<file path="config.mk">
export PLATFORM = sky130hd
export DESIGN_NAME = dram_region_config_calc
export DESIGN_NICKNAME = d
export VERILOG_FILES = /design/src/drcc_pkg.sv /design/src/drcc_sanitize.sv /design/src/drcc_unify.sv /design/src/drcc_pack.sv /design/src/dram_region_config_calc.sv
export VERILOG_INCLUDE_DIRS = /design/src /design/src/src
export SDC_FILE = /design/constraint.sdc
export NUM_CORES = 1
export LEC_CHECK = 0
export ABC_CLOCK_PERIOD_IN_PS = 5800
export BUFFER_PORTS_ARGS = -buffer_cell sky130_fd_sc_hd__buf_4
export CORE_ASPECT_RATIO = 2
export CORE_MARGIN = 1
export CORE_UTILIZATION = 61
export CTS_BUF_LIST = sky130_fd_sc_hd__clkbuf_16
export DETAILED_ROUTE_END_ITERATION = 10
export PLACE_DENSITY_LB_ADDON = 0.15
export REMOVE_ABC_BUFFERS = 1
export SLEW_MARGIN = 20
export SYNTH_ARGS = -nofsm -noshare
export SYNTH_HDL_FRONTEND = slang
export SYNTH_HIERARCHICAL = 1
export SYNTH_SLANG_ARGS = --single-unit
</file>
<file path="constraint.sdc">
create_clock -name clk -period 5.8 [get_ports clk]
set_input_delay 0.58 -clock clk [delete_from_list [all_inputs] [get_ports clk]]
set_output_delay 0.58 -clock clk [all_outputs]
set_load 0.01 [all_outputs]
</file>
<file path="src/assert_macros.svh">
// assertion macros used by the top level rtl file of the region configuration block
`ifndef ASSERT_MACROS_SVH
`define ASSERT_MACROS_SVH
`ifndef SYNTHESIS
// same-cycle implication, sampled on clk, idle during reset
`define DRCC_ASSERT_NOW(lbl, ante, cons, msg) \
  lbl: assert property (@(posedge clk) disable iff (!rst_n) (ante) |-> (cons)) \
    else $error(msg);
// next-cycle implication, sampled on clk, idle during reset
`define DRCC_ASSERT_NEXT(lbl, ante, cons, msg) \
  lbl: assert property (@(posedge clk) disable iff (!rst_n) (ante) |=> (cons)) \
    else $error(msg);
`else
`define DRCC_ASSERT_NOW(lbl, ante, cons, msg)
`define DRCC_ASSERT_NEXT(lbl, ante, cons, msg)
`endif
`endif

</file>
<file path="src/drcc_pkg.sv">
// types and constants of the dram region configuration pipeline
`timescale 1ns / 1ps
package drcc_pkg;

  localparam int unsigned GEO_W  = 4;
  localparam int unsigned EXP_W  = 5;
  localparam int unsigned CODE_W = 3;

  localparam logic [GEO_W-1:0] GEO_10 = 4'd10;
  localparam logic [GEO_W-1:0] GEO_11 = 4'd11;
  localparam logic [GEO_W-1:0] GEO_12 = 4'd12;

  // log2 of bytes for codes 1..7 (2 MiB .. 128 MiB)
  localparam logic [EXP_W-1:0] EXP_MIN  = 5'd21;
  localparam logic [EXP_W-1:0] EXP_MAX  = 5'd27;
  localparam logic [EXP_W-1:0] EXP_BASE = 5'd20;
  localparam logic [EXP_W-1:0] EXP_WORD = 5'd2;

  typedef struct packed {
    logic [3:0] bank0_col_bits;
    logic [3:0] bank0_row_bits;
    logic       bank0_two_sided;
    logic [3:0] bank1_col_bits;
    logic [3:0] bank1_row_bits;
    logic       bank1_two_sided;
    logic [3:0] bank2_col_bits;
    logic [3:0] bank2_row_bits;
    logic       bank2_two_sided;
    logic [3:0] bank3_col_bits;
    logic [3:0] bank3_row_bits;
    logic       bank3_two_sided;
  } in_t;

  typedef struct packed {
    logic [6:0] region_size_byte;
    logic [5:0] region_layout_byte;
    logic [1:0] ma11_need;
  } out_t;

  // one bank after sanitizing, with its size exponent (0 = absent)
  typedef struct packed {
    logic [GEO_W-1:0] cols;
    logic [GEO_W-1:0] rows;
    logic             two;
    logic [EXP_W-1:0] expo;
  } bank_t;

  typedef struct packed {
    logic [CODE_W-1:0] code;
    logic              pair;
    logic              ds;
    logic              alone_second;
    logic              ma11;
  } region_t;

endpackage

</file>
<file path="src/drcc_sanitize.sv">
// first stage logic: bank geometry check and size exponent
`timescale 1ns / 1ps
module drcc_sanitize
  import drcc_pkg::*;
(
  input  logic [GEO_W-1:0] col_bits,
  input  logic [GEO_W-1:0] row_bits,
  input  logic             two_sided,
  output bank_t            bank
);

  logic ok;
  logic present;

  // supported column x row pairs, or an empty slot
  always_comb begin
    ok = 1'b0;
    case (col_bits)
      4'd0:   ok = (row_bits == 4'd0);
      GEO_10: ok = row_bits inside {GEO_10, GEO_11, GEO_12};
      GEO_11: ok = row_bits inside {GEO_11, GEO_12};
      GEO_12: ok = (row_bits == GEO_12);
      default: ok = 1'b0;
    endcase
  end

  // unsupported banks read as empty and single sided
  assign present = ok && (col_bits != 4'd0);

  always_comb begin
    bank.cols = ok ? col_bits : '0;
    bank.rows = ok ? row_bits : '0;
    bank.two  = ok && two_sided;
    bank.expo = present ?
                (EXP_W'(col_bits) + EXP_W'(row_bits) + EXP_WORD + EXP_W'(two_sided)) :
                '0;
  end

endmodule

</file>
<file path="src/drcc_unify.sv">
// second stage logic: merge two sanitized banks into one region
`timescale 1ns / 1ps
module drcc_unify
  import drcc_pkg::*;
(
  input  bank_t   lo,
  input  bank_t   hi,
  output region_t region
);

  logic [GEO_W-1:0] t_cols;
  logic [GEO_W-1:0] t_rows;
  logic             t_two;
  logic [EXP_W-1:0] ec;

  function automatic logic [CODE_W-1:0] exp_to_code(input logic [EXP_W-1:0] e);
    logic [EXP_W-1:0] d;
    d = e - EXP_BASE;
    if (e >= EXP_MIN && e <= EXP_MAX) return d[CODE_W-1:0];
    return '0;
  endfunction

  // common denominator of both banks, doubled
  assign t_cols = (lo.cols < hi.cols) ? lo.cols : hi.cols;
  assign t_rows = (lo.rows < hi.rows) ? lo.rows : hi.rows;
  assign t_two  = lo.two && hi.two;
  assign ec     = EXP_W'(t_cols) + EXP_W'(t_rows) + EXP_WORD + EXP_W'(t_two) + 5'd1;

  // pick one bank alone, the pair, or nothing
  always_comb begin
    region = '0;
    if (lo.expo == '0 && hi.expo == '0) begin
      region = '0;
    end else if (lo.expo == '0 || (hi.expo != '0 && lo.expo <= ec && hi.expo > ec)) begin
      region.code         = exp_to_code(hi.expo);
      region.ds           = hi.two;
      region.alone_second = 1'b1;
      region.ma11         = (hi.rows == GEO_12);
    end else if (hi.expo == '0 || lo.expo > ec) begin
      region.code = exp_to_code(lo.expo);
      region.ds   = lo.two;
      region.ma11 = (lo.rows == GEO_12);
    end else begin
      region.code = exp_to_code(ec);
      region.ds   = t_two;
      region.pair = 1'b1;
      region.ma11 = (t_rows == GEO_12);
    end
  end

endmodule

</file>
<file path="src/drcc_pack.sv">
// third stage logic: order the regions and pack the controller bytes
`timescale 1ns / 1ps
module drcc_pack
  import drcc_pkg::*;
(
  input  region_t g0,
  input  region_t g1,
  output out_t    result
);

  logic    swap;
  region_t up;
  region_t lw;

  // region 1 with the larger code sets the swap flag
  assign swap = g1.code > g0.code;
  assign up   = swap ? g0 : g1;
  assign lw   = swap ? g1 : g0;

  always_comb begin
    result.region_size_byte   = {up.code, swap, lw.code};
    result.region_layout_byte = {up.alone_second, lw.alone_second,
                                 up.ds, up.pair, lw.ds, lw.pair};
    result.ma11_need          = {up.ma11, lw.ma11};
  end

endmodule

</file>
<file path="src/dram_region_config_calc.sv">
// top level: three stage pipeline computing the dram region configuration
//
// Usage:
//   in_valid/in_ready/in_data carry one transaction with the geometry of four
//   banks (column bits, row bits, sidedness). out_valid/out_ready/out_data
//   return one transaction per input with the packed size byte, layout byte
//   and MA11 flags.
//   From input acceptance to out_valid a transaction passes the sanitize
//   register, region register and packed output register.
//   Throughput: one transaction per cycle unless out_ready stalls; a stage
//   register takes a new transaction when empty or its successor moves on.
//   Reset (rst_n low, synchronous) empties all stages; no result is pending.
//   When the receiver stalls, the output register holds its transaction and
//   earlier stages keep filling until all three are occupied, then in_ready
//   falls; nothing is dropped or repeated.
`timescale 1ns / 1ps
`include "assert_macros.svh"
module dram_region_config_calc
  import drcc_pkg::*;
(
  input  logic clk,
  input  logic rst_n,
  input  logic in_valid,
  output logic in_ready,
  input  in_t  in_data,
  output logic out_valid,
  input  logic out_ready,
  output out_t out_data
);

  bank_t   bank_nxt [4];
  bank_t   bank_r   [4];
  region_t reg_nxt  [2];
  region_t reg_r    [2];
  out_t    res_nxt;
  out_t    res_r;
  logic    v1_r, v2_r, v3_r;
  logic    en1, en2, en3;

  // per-stage advance: a stage loads when empty or when it drains forward
  assign en3      = !v3_r || out_ready;
  assign en2      = !v2_r || en3;
  assign en1      = !v1_r || en2;
  assign in_ready = en1;

  // stage 1: sanitize each bank
  drcc_sanitize u_san0 (.col_bits(in_data.bank0_col_bits), .row_bits(in_data.bank0_row_bits),
                        .two_sided(in_data.bank0_two_sided), .bank(bank_nxt[0]));
  drcc_sanitize u_san1 (.col_bits(in_data.bank1_col_bits), .row_bits(in_data.bank1_row_bits),
                        .two_sided(in_data.bank1_two_sided), .bank(bank_nxt[1]));
  drcc_sanitize u_san2 (.col_bits(in_data.bank2_col_bits), .row_bits(in_data.bank2_row_bits),
                        .two_sided(in_data.bank2_two_sided), .bank(bank_nxt[2]));
  drcc_sanitize u_san3 (.col_bits(in_data.bank3_col_bits), .row_bits(in_data.bank3_row_bits),
                        .two_sided(in_data.bank3_two_sided), .bank(bank_nxt[3]));

  // stage 2: merge bank pairs into regions
  drcc_unify u_uni0 (.lo(bank_r[0]), .hi(bank_r[1]), .region(reg_nxt[0]));
  drcc_unify u_uni1 (.lo(bank_r[2]), .hi(bank_r[3]), .region(reg_nxt[1]));

  // stage 3: order and pack
  drcc_pack u_pack (.g0(reg_r[0]), .g1(reg_r[1]), .result(res_nxt));

  // valid bits
  always_ff @(posedge clk) begin
    if (!rst_n) begin
      v1_r <= 1'b0;
      v2_r <= 1'b0;
      v3_r <= 1'b0;
    end else begin
      if (en1) v1_r <= in_valid;
      if (en2) v2_r <= v1_r;
      if (en3) v3_r <= v2_r;
    end
  end

  // payload registers
  always_ff @(posedge clk) begin
    if (en1) bank_r <= bank_nxt;
    if (en2) reg_r  <= reg_nxt;
    if (en3) res_r  <= res_nxt;
  end

  assign out_valid = v3_r;
  assign out_data  = res_r;

  // checks
  `DRCC_ASSERT_NEXT(a_accept_fills, in_valid && in_ready, v1_r, "accepted transaction lost at stage 1")
  `DRCC_ASSERT_NEXT(a_mid_hold, v2_r && !en3, v2_r && $stable(reg_r[0]) && $stable(reg_r[1]), "stage 2 changed while stalled")
  `DRCC_ASSERT_NOW(a_swap_order, out_valid && out_data.region_size_byte[3], out_data.region_size_byte[2:0] > out_data.region_size_byte[6:4], "swap flag without larger second region")
  `DRCC_ASSERT_NOW(a_pair_alone, out_valid, !(out_data.region_layout_byte[5] && out_data.region_layout_byte[2]) && !(out_data.region_layout_byte[4] && out_data.region_layout_byte[0]), "region both paired and single")

endmodule

</file>
# Word level (Yosys, flattened, before mapping)
# Cells that the tools add are included.
# W data, S select, Z words.
# op_classes
add_sub_neg	26
n_lt_le_gt_ge	23
eq_ne	30
n_mux	60
n_reduce_logical	60
# ops
operator	count
$eq A4 B4 Y1 const B	30
$mux W3	16
$mux W1	34
$logic_not A4 Y1	8
$add A4 B4 Y5	6
$add A5 B1 Y5	6
$add A5 B2 Y5 const B	6
$ge A5 B5 Y1 const B	6
$le A5 B5 Y1 const B	6
$logic_and A1 B1 Y1	22
$gt A5 B5 Y1	4
$logic_not A5 Y1	4
$sub A3 B3 Y3 const B	6
$lt A4 B4 Y1	4
$mux W4	4
$pmux W1 S4	4
$reduce_bool A4 Y1	4
$mux W7	2
$reduce_bool A3 Y1	4
$add A5 B1 Y5 const B	2
$le A5 B5 Y1	2
$reduce_bool A5 Y1	2
$reduce_bool A2 Y1	4
$logic_or A1 B1 Y1	7
other kinds (3)	6
# word_totals
ff_bits	88
in_bits	40
word_cells	231

# Logic depth before layout (Yosys ltp)
# Gate-level depths: netlist (run 1).
# logic_depth
word_depth	15
ltp_mapped	21
ltp_nobuf	21

# By module
# Netlist (run 1), hierarchy kept.
# modules_own_cells
module	instances	cells_each	area_each_um2	seq_area_each_um2
dram_region_config_calc	1	97	2675.1	2612.5
drcc_sanitize	4	52	394.1	0.0
drcc_unify at u_uni0	1	152	1153.6	0.0
drcc_unify at u_uni1	1	152	1138.6	0.0
drcc_pack	1	28	294.0	0.0

# Worst setup path after synthesis (run 1)
# No wires, ideal clock.
# synth_timing
path_kind	reg-to-reg
from	reg bank_r[25] (netlist name)
to	reg reg_r[0] (netlist name) (data pin)
arrival_ns	4.551
slack_ns	0.993
path_stages_with_launch	20
n_path_buf	0
path_cell_list	edfxtp_1 ha_1 a21o_1 a21o_1 a21oi_1 mux2i_1 ha_1 inv_1 ha_1 fa_1 a21o_1 a21oi_1 xor2_1 ha_1 and2_1 a2111oi_1 nand3_2 a32oi_2 o41ai_1 o211a_1
# synth_via
elab_chain_cells	11
elab_cells_between_ends	15
# synth_lines
item	line	text
start, declared	dram_region_config_calc.sv:32	bank_t bank_r [4];
start signal, assigned	dram_region_config_calc.sv:78	if (en1) bank_r <= bank_nxt;
$lt A4 B4 Y1	drcc_unify.sv:24	assign t_cols = (lo.cols < hi.cols) ? lo.cols : hi.cols;
$mux W4 (*)	drcc_unify.sv:24	
$add A4 B4 Y5 (*)	drcc_unify.sv:27	assign ec = EXP_W'(t_cols) + EXP_W'(t_rows) + EXP_WORD + EXP_W'(t_two) + 5'd1;
$add A5 B2 Y5 (*)	drcc_unify.sv:27	
$add A5 B1 Y5 (*) (2 in series)	drcc_unify.sv:27	
$le A5 B5 Y1	drcc_unify.sv:34	end else if (lo.expo == '0 || (hi.expo != '0 && lo.expo <= ec && hi.expo > ec)) begin
$logic_and A1 B1 Y1 (2 in series)	drcc_unify.sv:34	
$logic_or A1 B1 Y1	drcc_unify.sv:34	
$mux W1 (*)	drcc_unify.sv:34	
end signal, assigned	dram_region_config_calc.sv:79	if (en2) reg_r <= reg_nxt;
end, declared	dram_region_config_calc.sv:34	region_t reg_r [2];
# Every way passes the cells marked *; elsewhere a longest branch is shown, timed or not.
# A chain may end at the register's enable or synchronous reset.

# Worst setup path in the final report (run 1)
# Same ends and word-level chain as after synthesis.

==> results.cfg, run 1 <==
[yosys]
synth_top_cell_by_area = sky130_fd_sc_hd__edfxtp_1
synth_edf_count = 85
yosysSeqAreaShare_pct = 38.2
postSynth.asyncResetShare_pct = 0
syn_area_per_cell_um2 = 10.7
synth_top_cells_by_area = sky130_fd_sc_hd__edfxtp_1 (37%), sky130_fd_sc_hd__ha_1 (13%), sky130_fd_sc_hd__and2_1 (3.5%), sky130_fd_sc_hd__inv_1 (3.2%), sky130_fd_sc_hd__fa_1 (2.9%)
postSynthCellCount = 637
synthFlopType = sky130_fd_sc_hd__edfxtp_1
synth.top_cell.area_share_pct = 37.3
ys_warn_count = 6
yosys_register_bits = 88
synth_area_um2 = 6840
ys_types = 67

[critical_path]
r2r_cells = 18
peak_fanout_along_the_critical_path = 8
timing.critical_path.required_ns = 5.89
path_common_cell = sky130_fd_sc_hd__ha_1
worst-path-stages = 18
worst_r2r_startpoint = bank_r[25]
worst_setup_path_start_kind = register
worst_case_register_to_register_setup_slack_ns = 0.27
endpoint_kind = register
crit_path_top_delay_cell = sky130_fd_sc_hd__a2111oi_1
worstPathBufferInverterCount = 1
timing.rr.end = reg_r[0]
worst_setup_path_startpoint = bank_r[25]
worstSetupPathType = reg -> reg
cp_cell_sequence = ha_1, a21o_1, a21o_1, a21oi_1, mux2i_1, ha_1, inv_1, ha_1, fa_1, xnor2_1, ha_1, a21oi_1, o21ai_1, a2111oi_1, nand3_2, a32oi_2, o41ai_1, o211a_1
end_point_of_the_critical_path = reg_r[0]
crit_arrival_ns = 5.61
cp_top_family = compound AO/OA/AOI/OAI gates
crit_path_max_incr_delay_ns = 0.57

[cells_and_area]
antennaDiodeCount = 0
final_layout_size_suffix_gt1_share_pct = 19.3
layout.area.seq_um2 = 2610
multiInputGateArea_um2 = 3940
finalNetCount = 818
syn_to_final_growth_pct = 12.2
fillCellCount = 836

[power]
power_mw = 1.54
power_share_of_the_combinational_group_pct = 16.5
p_sw_share_pct = 26.6
pwr_density_cell_nw_per_um2 = 201
internal-power_mw = 1.13
leakage_power_nw = 3.35
clockPowerShare_pct = 36.5
netSwitchingPower_mw = 0.409
sequentialPowerShare_pct = 47.0
irDropWorstVdd_uv = 167

[timing]
final_min_period_over_clock_period_pct = 95.3
rsz0062_at_grt = no
clock.fmax_ghz = 0.181
clock-skew-final_ns = 0.00885
normalized_max_slew_margin_pct = 52.5
final_max_slew_viol_count = 0
setup_viol = 0
transition_time_at_the_pin_with_the_least_slew_margin_ns = 0.712
fin_worst_hold_slack_ns = 0.450
fin_crit_ns = 5.53
finalHoldViolCount = 0
fin_tns_setup_ns = 0

[routing]
post-route-drc-count = 0
routed-via-count = 5140
detail_route.wl_per_cell_um = 17.7
drt_first_iter_violations = 188
drt.antenna.violating_nets = 0
routed_via_density = 6.12
routed_wirelength_um = 14900
drt_pass1_iterations = 5

[global_routing]
grt-busiest-layer = met2
grt_antenna_before_repair = 0
grt_util_all_layers_pct = 26.6
gr-usage-met2_pct = 54.1
gr-usage-met3_pct = 2.81
grt.met1_usage_pct = 23.4
grt_pass1_wl_um = 23800
globalRoute.totalOverflow = 0
first_global_vias = 5178
grt_max_degree = 58

[cts]
clk-insertion-delay-late_ns = 0.34
max-clock-path-buffers = 2
clock_tree_root_buffer_cell = sky130_fd_sc_hd__clkbuf_16
cts_sinks = 88
cts_setup_buffers = 0
cts_buffers = 9
htree_num_levels = 3
path_clk_slew_ns = 0.07
tritoncts = built

[run]
drv_cap = 0

[floorplan]
die_x_um = 76.9
die_height_um = 152
floorplan.die_area_um2 = 11700
io_pins = 57
core-area_um2 = 10900
floorplan.initialDensity_pct = 62.9
num_rows = 54

[status]
outcome = finished, final reports clean

[min_path]
hp-class = in -> reg

[placed_design]
detailed_place_hpwl_um = 12000
gpl.final_weighted_congestion = 0.944
placement.io_buffers = 56
## metrics by stage
stage / cell area [µm²] / setup WS, ns / utilization, % / cells
2_1_floorplan: 6770 / 0.993 / - / 627
4_1_cts: 7670 / 0.319 / 70.5 / 840
6_report: 7670 / 0.275 / 70.6 / 840
5_1_grt: 7670 / 0.0533 / 70.6 / 840
3_3_place_gp: 7370 / 0.649 / 67.7 / 824
3_5_place_dp: 7370 / 0.438 / 67.7 / 824
## kinds of logic (layout without fill, tap and decap cells)
kind of cell	count (synthesis)	count (layout)	synth area share [%]
compound gates	122	122	13.7
xor+xnor	16	16	2.05
fa+ha+maj	83	83	16.3
buf+inv	68	131	4.25
flops	88	88	38.2
mux	28	28	5.20
simple gates	232	232	20.4
## how the worst min path moves through the flow
stage | slack (ns) | start | endpoint | cells past startpoint
final | 0.45 | in_valid | v1_r | 2
after CTS | 0.45 | in_valid | v1_r | 2
after global routing | 0.44 | in_valid | v1_r | 2
after global placement | 0.44 | v1_r | v2_r | 1
after detailed placement | 0.46 | v1_r | v2_r | 1
after floorplan | 0.43 | v1_r | v2_r | 1
## state kept, by name, summed over array words and instances, names as in the netlist
register	flops
bank_r	56
out_data	15
out_valid	1
reg_r	14
v1_r	1
v2_r	1
## metal layers
metal  wire length, µm  part of all wire, %  vias up
met4               891                  6.0        0
met5                 0                    0        -
met3               448                  3.0       57
met1              4920                   33     2449
li1                  -                    -     2466
met2              8600                   58      168
## worst reg2reg max path: stages (launching register included)
cell                        delay [ns]
sky130_fd_sc_hd__edfxtp_1         0.39
sky130_fd_sc_hd__ha_1             0.31
sky130_fd_sc_hd__a21o_1           0.16
sky130_fd_sc_hd__a21o_1           0.17
sky130_fd_sc_hd__a21oi_1          0.35
sky130_fd_sc_hd__mux2i_1          0.14
sky130_fd_sc_hd__ha_1             0.29
sky130_fd_sc_hd__inv_1            0.04
sky130_fd_sc_hd__ha_1             0.24
sky130_fd_sc_hd__fa_1             0.42
sky130_fd_sc_hd__xnor2_1          0.54
sky130_fd_sc_hd__ha_1             0.38
sky130_fd_sc_hd__a21oi_1          0.19
sky130_fd_sc_hd__o21ai_1          0.17
sky130_fd_sc_hd__a2111oi_1        0.57
sky130_fd_sc_hd__nand3_2          0.20
sky130_fd_sc_hd__a32oi_2          0.40
sky130_fd_sc_hd__o41ai_1          0.16
sky130_fd_sc_hd__o211a_1          0.16
## layout make-up
class                      count  share of cell area [%]
sequential                    88                    34.0
clock buffer                   9                    2.93
clock inverter                 7                   0.962
inverter                      58                    2.84
multi-input combinational    481                    51.4
tap                          140                    2.28
timing repair buffer          57                    5.58
## placed cells by master (no fill, tap or decap), types with 5 or more instances in the layout
| cell | instances |
|---|---|
| sky130_fd_sc_hd__and3_1 | 10 |
| sky130_fd_sc_hd__nand2_1 | 50 |
| sky130_fd_sc_hd__buf_4 | 57 |
| sky130_fd_sc_hd__o21a_1 | 10 |
| sky130_fd_sc_hd__clkbuf_16 | 9 |
| sky130_fd_sc_hd__a21oi_1 | 34 |
| sky130_fd_sc_hd__nor3b_1 | 5 |
| sky130_fd_sc_hd__ha_1 | 73 |
| sky130_fd_sc_hd__nor4b_1 | 6 |
| sky130_fd_sc_hd__mux2_2 | 8 |
| sky130_fd_sc_hd__mux2i_1 | 7 |
| sky130_fd_sc_hd__xor2_1 | 9 |
| sky130_fd_sc_hd__xnor2_1 | 6 |
| sky130_fd_sc_hd__fa_1 | 10 |
| sky130_fd_sc_hd__or4_1 | 5 |
| sky130_fd_sc_hd__mux2_4 | 13 |
| sky130_fd_sc_hd__nand3b_1 | 9 |
| sky130_fd_sc_hd__o21ai_0 | 9 |
| sky130_fd_sc_hd__and2_1 | 38 |
| sky130_fd_sc_hd__a21o_1 | 12 |
| sky130_fd_sc_hd__nor2_1 | 36 |
| sky130_fd_sc_hd__o21ai_1 | 8 |
| sky130_fd_sc_hd__nand3_1 | 15 |
| sky130_fd_sc_hd__nand2b_1 | 9 |
| sky130_fd_sc_hd__edfxtp_1 | 85 |
| sky130_fd_sc_hd__inv_1 | 57 |
| sky130_fd_sc_hd__nor3_1 | 10 |
## synth_stat cells (3+ instances only)
| master | n |
|---|---|
| sky130_fd_sc_hd__mux2_4 | 13 |
| sky130_fd_sc_hd__nand3b_1 | 9 |
| sky130_fd_sc_hd__inv_1 | 58 |
| sky130_fd_sc_hd__nor4b_1 | 6 |
| sky130_fd_sc_hd__buf_6 | 3 |
| sky130_fd_sc_hd__nand2b_1 | 9 |
| sky130_fd_sc_hd__nand2_1 | 50 |
| sky130_fd_sc_hd__nor4_1 | 4 |
| sky130_fd_sc_hd__xor2_1 | 10 |
| sky130_fd_sc_hd__or4_1 | 5 |
| sky130_fd_sc_hd__or2_4 | 4 |
| sky130_fd_sc_hd__nor3_2 | 4 |
| sky130_fd_sc_hd__and3_1 | 10 |
| sky130_fd_sc_hd__mux2i_1 | 7 |
| sky130_fd_sc_hd__edfxtp_1 | 85 |
| sky130_fd_sc_hd__buf_2 | 4 |
| sky130_fd_sc_hd__a21o_1 | 12 |
| sky130_fd_sc_hd__o21a_4 | 4 |
| sky130_fd_sc_hd__o2111ai_1 | 3 |
| sky130_fd_sc_hd__nor3b_1 | 5 |
| sky130_fd_sc_hd__o21ai_0 | 9 |
| sky130_fd_sc_hd__and2_1 | 38 |
| sky130_fd_sc_hd__o31ai_1 | 4 |
| sky130_fd_sc_hd__a21oi_2 | 3 |
| sky130_fd_sc_hd__nand3_2 | 4 |
| sky130_fd_sc_hd__dfxtp_1 | 3 |
| sky130_fd_sc_hd__fa_1 | 10 |
| sky130_fd_sc_hd__ha_1 | 73 |
| sky130_fd_sc_hd__o21a_1 | 10 |
| sky130_fd_sc_hd__nor3_1 | 10 |
| sky130_fd_sc_hd__nor2_1 | 36 |
| sky130_fd_sc_hd__o21ai_1 | 8 |
| sky130_fd_sc_hd__a221oi_2 | 4 |
| sky130_fd_sc_hd__nand3_1 | 15 |
| sky130_fd_sc_hd__mux2_2 | 8 |
| sky130_fd_sc_hd__or3_1 | 3 |
| sky130_fd_sc_hd__nand4_1 | 4 |
| sky130_fd_sc_hd__a211oi_1 | 4 |
| sky130_fd_sc_hd__a21oi_1 | 34 |
| sky130_fd_sc_hd__o221ai_1 | 4 |
| sky130_fd_sc_hd__nor4_4 | 4 |
| sky130_fd_sc_hd__xnor2_1 | 6 |
## timing repair
action | CTS | global route
hold endpoints to repair | 0 | 0
endpoints found under the setup margin | 0 | 1
resized for setup | 0 | 1
hold buffers | 0 | 0
## power by group through the flow
| stage | clock [mW] | sequential, mW | combinational, mW |
|---|---|---|---|
| after global routing | 0.600 | 0.725 | 0.282 |
| after global placement | 0 | 0.736 | 0.241 |
| final | 0.562 | 0.723 | 0.254 |
| after detailed placement | 0 | 0.737 | 0.252 |
| after CTS | 0.571 | 0.723 | 0.254 |
| after floorplan | 0 | 0.738 | 0.158 |
Note: power is estimated with default switching activity, not from simulation.
==> run 2: changes to the inputs <==
CORE_MARGIN = 1.5   (was 1)
REMOVE_ABC_BUFFERS = not set   (was 1)
==> run 2 against run 1 <==
Net effect:
- register-to-register slack gained 0.06 ns
- final cell count is the same
- maximum frequency grew 1.2%
- critical path depth grew 1
- non-clock buffer count is the same
- first-iteration DRC count grew 14%
- via count shrank 1.9%
==> results.cfg, run 2 (synthesis results as in run 1) <==
[global_routing]
grt_antenna_before_repair = 0
globalRoute.totalOverflow = 0
grt_pass1_wl_um = 24200
grt_max_degree = 58
grt_util_all_layers_pct = 26.2
first_global_vias = 5308

[timing]
rsz0062_at_grt = no
finalHoldViolCount = 0
normalized_max_slew_margin_pct = 52.3
clock-skew-final_ns = 0.0118
fin_worst_hold_slack_ns = 0.437
final_max_slew_viol_count = 0
fin_crit_ns = 5.46
clock.fmax_ghz = 0.183
setup_viol = 0
transition_time_at_the_pin_with_the_least_slew_margin_ns = 0.715
fin_tns_setup_ns = 0
final_min_period_over_clock_period_pct = 94.2

[routing]
routed-via-count = 5044
routed_via_density = 6.00
detail_route.wl_per_cell_um = 17.9
drt.antenna.violating_nets = 0
post-route-drc-count = 0
drt_first_iter_violations = 214
routed_wirelength_um = 15100
drt_pass1_iterations = 5

[floorplan]
io_pins = 57
num_rows = 54
die_height_um = 153
floorplan.die_area_um2 = 11900
core-area_um2 = 10900
die_x_um = 77.9
floorplan.initialDensity_pct = 62.5

[cts]
htree_num_levels = 3
clk-insertion-delay-late_ns = 0.35
cts_buffers = 9
post_cts_hold_buffer_count = 0
path_clk_slew_ns = 0.07
max-clock-path-buffers = 2
cts_sinks = 88
tritoncts = built
clock_tree_root_buffer_cell = sky130_fd_sc_hd__clkbuf_16
cts_setup_buffers = 0
cts_resized = 0

[critical_path]
worstSetupPathType = reg -> reg
timing.critical_path.required_ns = 5.91
crit_arrival_ns = 5.57
worst_setup_path_start_kind = register
peak_fanout_along_the_critical_path = 8
endpoint_kind = register

[power]
irDropWorstVdd_uv = 199
pwr_density_cell_nw_per_um2 = 202
power_mw = 1.55
leakage_power_nw = 3.35

[cells_and_area]
regMostFlops = bank_r
commonest_non_fill_non_tap_cell_in_the_layout = sky130_fd_sc_hd__edfxtp_1
fillCellCount = 845
largest_register_ff_count = 56
antennaDiodeCount = 0
final_cell_count_no_fill = 840
syn_to_final_growth_pct = 12.1
final_layout_size_suffix_gt1_share_pct = 19.1
finalNetCount = 818
postLayoutCellArea_um2 = 7660
layout.cells.most_common_list = sky130_fd_sc_hd__edfxtp_1 (85), sky130_fd_sc_hd__ha_1 (73), sky130_fd_sc_hd__inv_1 (57), sky130_fd_sc_hd__buf_4 (57), sky130_fd_sc_hd__nand2_1 (50)

[yosys]
synthesis.nets = 760

[status]
outcome = finished, final reports clean

[placed_design]
placed_instances = 824
placement.io_buffers = 56
detailed_place_hpwl_um = 12100
placed_area_um2 = 7370
gpl.final_weighted_congestion = 0.979

[run]
drv_cap = 0

[min_path]
hp-class = in -> reg
[run 2: through the flow]
step,setup slack (ns),utilization (%)
floorplan,0.993,-
global placement,0.692,67.3
detailed placement,0.499,67.3
CTS,0.465,70.0
global route,0.119,70.0
finish,0.338,70.0
[run 2: worst max-delay path: stages (launching register included)]
cell                        delay (ns)
sky130_fd_sc_hd__edfxtp_1         0.40
sky130_fd_sc_hd__ha_1             0.33
sky130_fd_sc_hd__a21o_1           0.16
sky130_fd_sc_hd__a21o_1           0.17
sky130_fd_sc_hd__a21oi_1          0.34
sky130_fd_sc_hd__mux2i_1          0.14
sky130_fd_sc_hd__ha_1             0.30
sky130_fd_sc_hd__inv_1            0.04
sky130_fd_sc_hd__ha_1             0.23
sky130_fd_sc_hd__fa_1             0.42
sky130_fd_sc_hd__a21o_1           0.17
sky130_fd_sc_hd__a21oi_1          0.16
sky130_fd_sc_hd__xor2_1           0.39
sky130_fd_sc_hd__ha_1             0.38
sky130_fd_sc_hd__and2_1           0.19
sky130_fd_sc_hd__a2111oi_1        0.52
sky130_fd_sc_hd__nand3_2          0.19
sky130_fd_sc_hd__a32oi_2          0.38
sky130_fd_sc_hd__o41ai_1          0.16
sky130_fd_sc_hd__o211a_1          0.15
[run 2: layout make-up]
class	instances	area, µm²	area share (%)
Timing Repair Buffer	57	428	5.58
Clock buffer	9	225	2.94
Multi-Input combinational cell	481	3940	51.4
Tap cell	140	175	2.29
Inverter	58	218	2.84
Clock inverter	7	68.8	0.898
Sequential cell	88	2610	34.1
[run 2: layer usage]
layer	GRT usage, %	wire, µm	part of all wire, %	vias to the layer above
met3	3.71	487	3.2	52
met1	23.1	5070	34	2384
li1	-	-	-	2468
met5	0	0	0	-
met2	52.1	8740	58	140
met4	16.5	755	5.0	0
[run 2: worst paths after layout]
path | slack, ns | to | cells after the start | start
min reg2reg | 0.47 | v2_r | 1 | v1_r
max | 0.34 | reg_r[0] | 19 | bank_r[25]
max reg2reg | 0.34 | reg_r[0] | 19 | bank_r[25]
min | 0.44 | v1_r | 2 | in_valid
[run 2: power breakdown]
part | internal, mW | switching, mW
combinational | 0.114 | 0.137
sequential | 0.711 | 0.0122
clock | 0.304 | 0.266
total | 1.13 | 0.415
